[src/design/scds_pkg.sv]
// Shared types and constants for the SPI clock divider search block.
// No dependencies; imported by scds_divider, spi_clock_divider_search_core and tb_top.
package scds_pkg;

  // Divider search range
  localparam int unsigned DivW       = 12;
  localparam int unsigned MaxDivider = 4095;
  localparam int unsigned DsrW       = DivW + 1;  // width of 2*divisor
  localparam int unsigned ClkW       = 32;

  localparam logic [DivW-1:0] MaxDivCode = DivW'(MaxDivider);

  // Mode byte decode
  localparam logic [7:0] ModeUnsupMask = 8'h54;  // bits 6, 4, 2
  localparam int unsigned ModeCsBit    = 5;

  // Configuration register indexes
  localparam logic CfgUnit0Clk = 1'b0;
  localparam logic CfgUnit4Clk = 1'b1;

  localparam logic [ClkW-1:0] ClkHzReset = 32'd48000000;

  typedef enum logic [1:0] {
    STATUS_OK      = 2'd0,
    STATUS_PROTO   = 2'd1,
    STATUS_CHANNEL = 2'd2
  } status_e;

  // Control between sequencer and shared divider
  typedef struct packed {
    logic start;
  } div_ctrl_t;

  typedef struct packed {
    logic done;
  } div_stat_t;

endpackage

[src/design/scds_divider.sv]
// Shared restoring divider: 32-bit clock over a 13-bit divisor, one bit per cycle.
// Depends on scds_pkg.
module scds_divider
  import scds_pkg::*;
(
  input  logic            clk_i,
  input  logic            rst_ni,
  input  div_ctrl_t       ctrl_i,
  input  logic [ClkW-1:0] dividend_i,
  input  logic [DsrW-1:0] divisor_i,
  output div_stat_t       stat_o,
  output logic [ClkW-1:0] quotient_o
);

  localparam int unsigned CntW = $clog2(ClkW);

  logic            busy_q, busy_d;
  logic            done_q, done_d;
  logic [CntW-1:0] cnt_q, cnt_d;
  logic [ClkW-1:0] quot_q, quot_d;
  logic [DsrW-1:0] rem_q, rem_d;
  logic [DsrW-1:0] dsr_q, dsr_d;

  logic [DsrW:0]   trial;
  logic            fits;

  // Shift in next dividend bit, subtract if divisor fits
  assign trial = {rem_q, quot_q[ClkW-1]};
  assign fits  = (trial >= {1'b0, dsr_q});

  always_comb begin
    busy_d = busy_q;
    done_d = 1'b0;
    cnt_d  = cnt_q;
    quot_d = quot_q;
    rem_d  = rem_q;
    dsr_d  = dsr_q;
    if (ctrl_i.start) begin
      busy_d = 1'b1;
      cnt_d  = '0;
      quot_d = dividend_i;
      rem_d  = '0;
      dsr_d  = divisor_i;
    end else if (busy_q) begin
      rem_d  = fits ? DsrW'(trial - {1'b0, dsr_q}) : DsrW'(trial);
      quot_d = {quot_q[ClkW-2:0], fits};
      cnt_d  = cnt_q + CntW'(1);
      if (cnt_q == CntW'(ClkW - 1)) begin
        busy_d = 1'b0;
        done_d = 1'b1;
      end
    end
  end

  always_ff @(posedge clk_i or negedge rst_ni) begin
    if (!rst_ni) begin
      busy_q <= 1'b0;
      done_q <= 1'b0;
      cnt_q  <= '0;
    end else begin
      busy_q <= busy_d;
      done_q <= done_d;
      cnt_q  <= cnt_d;
    end
  end

  always_ff @(posedge clk_i) begin
    quot_q <= quot_d;
    rem_q  <= rem_d;
    dsr_q  <= dsr_d;
  end

  assign stat_o.done = done_q;
  assign quotient_o  = quot_q;

endmodule

[src/design/spi_clock_divider_search_core.sv]
// SPI clock divider search, top level: request decode, chip-select mask,
// search sequencer and output register. Depends on scds_pkg, scds_divider.
// Error requests pass from acceptance through S_FINISH to the output register,
//   which waits while the previous result is unaccepted. A valid channel runs each
//   trial divisor through S_START, the shared divider (S_WAIT) and S_EVAL, up to 4095 trials.
// One request at a time: in_ready is high only in S_IDLE.
// Reset: clocks return to 48 MHz, chip-select mask clears, no result pending.
module spi_clock_divider_search_core
  import scds_pkg::*;
(
  input  logic            clk_i,
  input  logic            rst_ni,
  // configuration
  input  logic            cfg_we_i,
  input  logic            cfg_index_i,
  input  logic [ClkW-1:0] cfg_data_i,
  // request
  input  logic            in_valid_i,
  output logic            in_ready_o,
  input  logic [3:0]      channel_i,
  input  logic [31:0]     baud_rate_i,
  input  logic [7:0]      mode_i,
  // result
  output logic            out_valid_o,
  input  logic            out_ready_i,
  output logic [1:0]      status_o,
  output logic [DivW-1:0] divider_o,
  output logic            idle_level_bit_o,
  output logic            data_phase_bit_o,
  output logic [15:0]     select_mask_o
);

  typedef enum logic [2:0] {
    S_IDLE,
    S_START,
    S_WAIT,
    S_EVAL,
    S_FINISH
  } state_e;

  state_e          state_q, state_d;

  // configuration
  logic [ClkW-1:0] unit0_clk_q, unit4_clk_q;

  // kept chip-select enables
  logic [15:0]     mask_q, mask_d;

  // search working registers
  logic [ClkW-1:0] clk_q, clk_d;
  logic [31:0]     baud_q, baud_d;
  logic [31:0]     best_q, best_d;
  logic [31:0]     dist_q, dist_d;
  logic [DivW-1:0] trial_q, trial_d;
  logic [DivW-1:0] chosen_q, chosen_d;
  status_e         stat_q, stat_d;
  logic            idle_q, idle_d;
  logic            phase_q, phase_d;

  // output register
  logic            ovalid_q, ovalid_d;
  logic [1:0]      ostat_q, ostat_d;
  logic [DivW-1:0] odiv_q, odiv_d;
  logic            oidle_q, oidle_d;
  logic            ophase_q, ophase_d;
  logic [15:0]     omask_q, omask_d;

  div_ctrl_t       div_ctrl;
  div_stat_t       div_stat;
  logic [ClkW-1:0] quotient;

  logic            accept;
  logic            proto_err;
  logic            chan_ok;
  logic [15:0]     chan_bit;

  assign in_ready_o = (state_q == S_IDLE);
  assign accept     = in_valid_i && in_ready_o;
  assign proto_err  = |(mode_i & ModeUnsupMask);
  // channels 0, 4, 8, 12 are the only ones wired to a unit
  assign chan_ok    = (channel_i[1:0] == 2'b00);
  assign chan_bit   = 16'd1 << channel_i;

  assign div_ctrl.start = (state_q == S_START);

  scds_divider u_div (
    .clk_i      (clk_i),
    .rst_ni     (rst_ni),
    .ctrl_i     (div_ctrl),
    .dividend_i (clk_q),
    .divisor_i  ({trial_q, 1'b0}),
    .stat_o     (div_stat),
    .quotient_o (quotient)
  );

  always_comb begin
    state_d  = state_q;
    mask_d   = mask_q;
    clk_d    = clk_q;
    baud_d   = baud_q;
    best_d   = best_q;
    dist_d   = dist_q;
    trial_d  = trial_q;
    chosen_d = chosen_q;
    stat_d   = stat_q;
    idle_d   = idle_q;
    phase_d  = phase_q;
    ovalid_d = ovalid_q && !out_ready_i;
    ostat_d  = ostat_q;
    odiv_d   = odiv_q;
    oidle_d  = oidle_q;
    ophase_d = ophase_q;
    omask_d  = omask_q;

    unique case (state_q)
      S_IDLE: begin
        if (accept) begin
          chosen_d = '0;
          idle_d   = 1'b0;
          phase_d  = 1'b0;
          if (proto_err) begin
            stat_d  = STATUS_PROTO;
            state_d = S_FINISH;
          end else begin
            // mask is updated even when the channel turns out invalid
            mask_d = mode_i[ModeCsBit] ? (mask_q | chan_bit) : (mask_q & ~chan_bit);
            if (!chan_ok) begin
              stat_d  = STATUS_CHANNEL;
              state_d = S_FINISH;
            end else begin
              stat_d   = STATUS_OK;
              clk_d    = channel_i[2] ? unit4_clk_q : unit0_clk_q;
              best_d   = channel_i[2] ? unit4_clk_q : unit0_clk_q;
              baud_d   = baud_rate_i;
              trial_d  = DivW'(1);
              chosen_d = DivW'(1);
              idle_d   = !mode_i[1];
              phase_d  = mode_i[0];
              state_d  = S_START;
            end
          end
        end
      end
      S_START: begin
        state_d = S_WAIT;
      end
      S_WAIT: begin
        if (div_stat.done) begin
          dist_d  = (baud_q >= quotient) ? (baud_q - quotient) : (quotient - baud_q);
          state_d = S_EVAL;
        end
      end
      S_EVAL: begin
        // stop at the first trial that is not strictly nearer
        if (dist_q < best_q) begin
          best_d   = dist_q;
          chosen_d = trial_q;
          if (trial_q == MaxDivCode) begin
            state_d = S_FINISH;
          end else begin
            trial_d = trial_q + DivW'(1);
            state_d = S_START;
          end
        end else begin
          state_d = S_FINISH;
        end
      end
      S_FINISH: begin
        if (!ovalid_q || out_ready_i) begin
          ovalid_d = 1'b1;
          ostat_d  = stat_q;
          odiv_d   = chosen_q;
          oidle_d  = idle_q;
          ophase_d = phase_q;
          omask_d  = mask_q;
          state_d  = S_IDLE;
        end
      end
      default: begin
        state_d = S_IDLE;
      end
    endcase
  end

  always_ff @(posedge clk_i or negedge rst_ni) begin
    if (!rst_ni) begin
      state_q     <= S_IDLE;
      unit0_clk_q <= ClkHzReset;
      unit4_clk_q <= ClkHzReset;
      mask_q      <= '0;
      ovalid_q    <= 1'b0;
    end else begin
      state_q  <= state_d;
      mask_q   <= mask_d;
      ovalid_q <= ovalid_d;
      if (cfg_we_i) begin
        unique case (cfg_index_i)
          CfgUnit0Clk: unit0_clk_q <= cfg_data_i;
          CfgUnit4Clk: unit4_clk_q <= cfg_data_i;
          default:     unit0_clk_q <= unit0_clk_q;
        endcase
      end
    end
  end

  always_ff @(posedge clk_i) begin
    clk_q    <= clk_d;
    baud_q   <= baud_d;
    best_q   <= best_d;
    dist_q   <= dist_d;
    trial_q  <= trial_d;
    chosen_q <= chosen_d;
    stat_q   <= stat_d;
    idle_q   <= idle_d;
    phase_q  <= phase_d;
    ostat_q  <= ostat_d;
    odiv_q   <= odiv_d;
    oidle_q  <= oidle_d;
    ophase_q <= ophase_d;
    omask_q  <= omask_d;
  end

  assign out_valid_o      = ovalid_q;
  assign status_o         = ostat_q;
  assign divider_o        = odiv_q;
  assign idle_level_bit_o = oidle_q;
  assign data_phase_bit_o = ophase_q;
  assign select_mask_o    = omask_q;

endmodule

[config.mk]
export PLATFORM = sky130hd
export DESIGN_NAME = spi_clock_divider_search_core
export DESIGN_NICKNAME = d
export VERILOG_FILES = /design/src/design/scds_pkg.sv /design/src/design/scds_divider.sv /design/src/design/spi_clock_divider_search_core.sv
export SDC_FILE = /design/constraint.sdc
export NUM_CORES = 1
export LEC_CHECK = 0
export BUFFER_PORTS_ARGS = -buffer_cell sky130_fd_sc_hd__clkbuf_2
export CAP_MARGIN = 20
export CORE_AREA = 10 10 207 209
export DETAILED_ROUTE_END_ITERATION = 8
export DIE_AREA = 0 0 217 219
export MAX_ROUTING_LAYER = met4
export PLACE_DENSITY_LB_ADDON = 0.05
export SYNTH_ARGS = -nofsm -noshare
export SYNTH_HDL_FRONTEND = slang
export SYNTH_SLANG_ARGS = --single-unit
[constraint.sdc]
create_clock -name clk_i -period 5.1 [get_ports clk_i]
set_clock_uncertainty 0.2 [all_clocks]
set_input_delay 1.275 -clock clk_i [delete_from_list [all_inputs] [get_ports clk_i]]
set_output_delay 1.275 -clock clk_i [all_outputs]
set_load 0.01 [all_outputs]
==> impl_metrics.csv <==
group,metric,value,unit
sta,final.setup.worst_slack,1347,ps
cells_and_area,n_fill_cell,3549,
clock_network,postCtsResizedCells,0,
global_routing,grt_pass1_vias,11610,
clock_network,cts_tree,"done",
worst_setup_path,critPathBufInv,2,
die,core-area,38560,um2
synthesis,synth_enable_flop_cells,232,
global_routing,grtUsageTotal,17.17,%
synthesis,synth_common_cells,"edfxtp_1 (232), nor2_1 (167), inv_1 (134)",
clock_network,cts_made_buffers,38,
synthesis,synth_flop_cell,"edfxtp_1",
synthesis,yosysTopAreaCell,"edfxtp_1",
worst_setup_path,worst_setup_path_end_kind,"flip-flop",
cells_and_area,drive_above_1_share,22.41,%
placed_design,hpwl,28530,um
clock_network,cts_setup_buffers,0,
die,rows,72,
synthesis,seq_area_frac_synth,54.15,%
placed_design,dp_slack,1203,ps
clock_network,hold_buffers,0,
sta,max_slew_margin,32.31,%
synthesis,ys_seq_elements,336,
global_routing,overflow,0,
power,p_leak,8.293,nW
cells_and_area,regArea,9529,um2
placed_design,gp_congestion,0.8927,
sta,hold_violations,0,
worst_setup_path,crit_chain,"inv_1 > ha_1 > a21oi_2 > o21ai_2 > a211oi_4 > nand3_2 > o21ai_4 > buf_16 > mux2_1 > a31oi_2 > o21ai_2 > xor2_1",
synthesis,netlist_area,17600,um2
routing,vias_per_cell,5.195,
cells_and_area,syn_to_final_growth,12.65,%
synthesis,synth_area_per_cell,11.47,um2
worst_setup_path,crit_slowest_cell,"o21ai_4",
die,dieWidth,217,um
routing,wl,39570,um
die,initial_core_util,45.64,%
worst_setup_path,worstPathRequired,5200,ps
synthesis,ys_types,91,
routing,route.vias.total,11360,
worst_setup_path,timing.rr.start,"baud_q[27]",
power,switching_share,29.95,%
worst_setup_path,cp_data_arrival_time,3850,ps
global_routing,grt_antenna_before_repair,0,
status,status,"complete, no violations",
routing,drc,0,
worst_hold_path,min_from,"chosen_q[0]",
synthesis,yosysTopAreaCellShare,39.59,%
routing,drtPass1Iterations,4,
global_routing,grt_pass1_wl,63660,um
worst_setup_path,startpoint_type,"flip-flop",
clock_network,htreeDepth,2,
sta,finalCritPeriodShare,73.59,%
power,pwr-share-clk,32.6,%
worst_setup_path,path_class,"flip-flop to flip-flop",
routing,wl_per_cell,18.09,um
clock_network,clkSinkCount,336,
cells_and_area,nNetsFinal,1833,
run,max_cap_viol_count,0,
placed_design,placedInstanceArea,18600,um2
power,peakVddDrop,0.0002398,V
sta,drv_slew,0,
power,intPower,0.005557,W
global_routing,grt_max_degree,47,
placed_design,portBuffers,113,
die,design.portCount,116,
synthesis,syn-num-nets,1728,
die,die-area,47520,um2
worst_setup_path,slowest_delay,560,ps
cells_and_area,final_design_area_no_fill,19820,um2
worst_setup_path,critical_path.max_fanout,21,
sta,finalSetupTns,0,ps
routing,drtIter0Drc,570,
clock_network,cts.reportedPaths.clkPinSlew,60,ps
cells_and_area,multi_input_area,7227,um2
power,switching_power,0.002376,W
synthesis,netlist_instances,1534,
power,p_per_area,400.2,nW/um2
synthesis,ys_warn_count,0,
synthesis,synth.most_common_cell,"edfxtp_1",
routing,antenna_left,0,
sta,setup_viol,0,
sta,rsz0062_at_grt,"no",
worst_setup_path,crit_start,"baud_q[27]",
die,die_h,219,um
power,seq_power_share,43.5,%
cells_and_area,n_antenna_cell,0,
sta,period_minus_slack,3753,ps
synthesis,synthTopCellsByArea,"edfxtp_1 (40%), dfrtp_1 (10%), ha_1 (7.8%), mux2_2 (7.2%), nor2_1 (3.6%)",
worst_setup_path,cp_top_family,"compound AO/OA/AOI/OAI gates",
clock_network,cts_root_buf,"clkbuf_16",
clock_network,clockBufferDepth,3,
worst_hold_path,holdCritPathClass,"flip-flop to flip-flop",
clock_network,clk_latency,560,ps
sta,max_slew.worst_pin.slew,1012,ps
sta,fmax,266.4,MHz
synthesis,synth-async-reset-ratio,27.08,%
worst_setup_path,crit_top_cell,"o21ai_2",
power,pwr-share-comb,23.9,%
power groups by stage:
stage | logic, W | clock network, W | registers, W
final | 0.00190 | 0.00259 | 0.00345
after global routing | 0.00212 | 0.00277 | 0.00348
after CTS | 0.00188 | 0.00267 | 0.00347
after detailed placement | 0.00187 | 0 | 0.00352
after global placement | 0.00185 | 0 | 0.00351
after floorplan | 0.00144 | 0 | 0.00347
sequential cells by signal, summed over array words and instances, names as in the netlist, 3 cells and up, named ones only:
name              cells
trial_q              12
u_div.rem_q          13
divider_o            12
u_div.cnt_q           5
u_div.quotient_o     32
clk_q                32
state_q               3
chosen_q             12
unit4_clk_q          32
best_q               32
u_div.dsr_q          12
select_mask_o        16
dist_q               32
unit0_clk_q          32
baud_q               32
cell type report:
type	instances	area share [%]
Clock buffer	52	5.113
Clock inverter	18	0.7637
Inverter	134	2.537
Multi-Input combinational cell	997	36.46
Sequential cell	336	48.07
Tap cell	518	3.270
Timing Repair Buffer	132	3.787
worst paths after layout:
check | slack (ps) | endpoint | cells past startpoint
max | 1350 | dist_q[5] | 12
min | 220 | divider_o[0] | 0
max reg2reg | 1350 | dist_q[5] | 12
min reg2reg | 220 | divider_o[0] | 0
max in group asynchronous | 3250 | unit0_clk_q[10] | 2
min in group asynchronous | 550 | unit0_clk_q[24] | 1
per-stage QoR:
step	cells	util [%]	hold slack [ps]	power, W
final	2187	51.41	215.9	0.007933
after global routing	2187	51.41	222.1	0.008372
after CTS	2185	51.27	218.1	0.008019
after detailed placement	2115	48.25	204.5	0.005387
after global placement	2115	48.25	204.9	0.005356
after floorplan	1534	-	200.3	0.004909
per-layer routing:
metal,up-vias,share of wire [%],GRT usage [%],routed length (um)
met5,-,0,-,0
met4,0,2.2,5.360,878
met3,59,3.9,2.600,1560
met2,197,46,26.71,18160
met1,5472,48,22.82,18970
li1,5634,-,-,-
cell families after synthesis:
group	synth area share, %
fa+ha+maj	8.092
simple gates	10.20
flops	54.15
xor+xnor	2.389
compound gates	11.72
mux	8.376
buf+inv	5.070
layout by cell type, fill, tap and decap left out, types with 20 or more instances in the layout:
cell	count
nand4_1	21
nor2_1	166
a21oi_1	97
clkbuf_16	38
inv_1	133
nand2_1	106
edfxtp_1	232
xor2_1	24
mux2_2	113
dfrtp_1	71
o21ai_0	74
xnor2_1	24
clkbuf_2	112
a21o_1	32
ha_1	109
dfstp_2	20
Note: power is estimated with default switching activity, not from simulation.
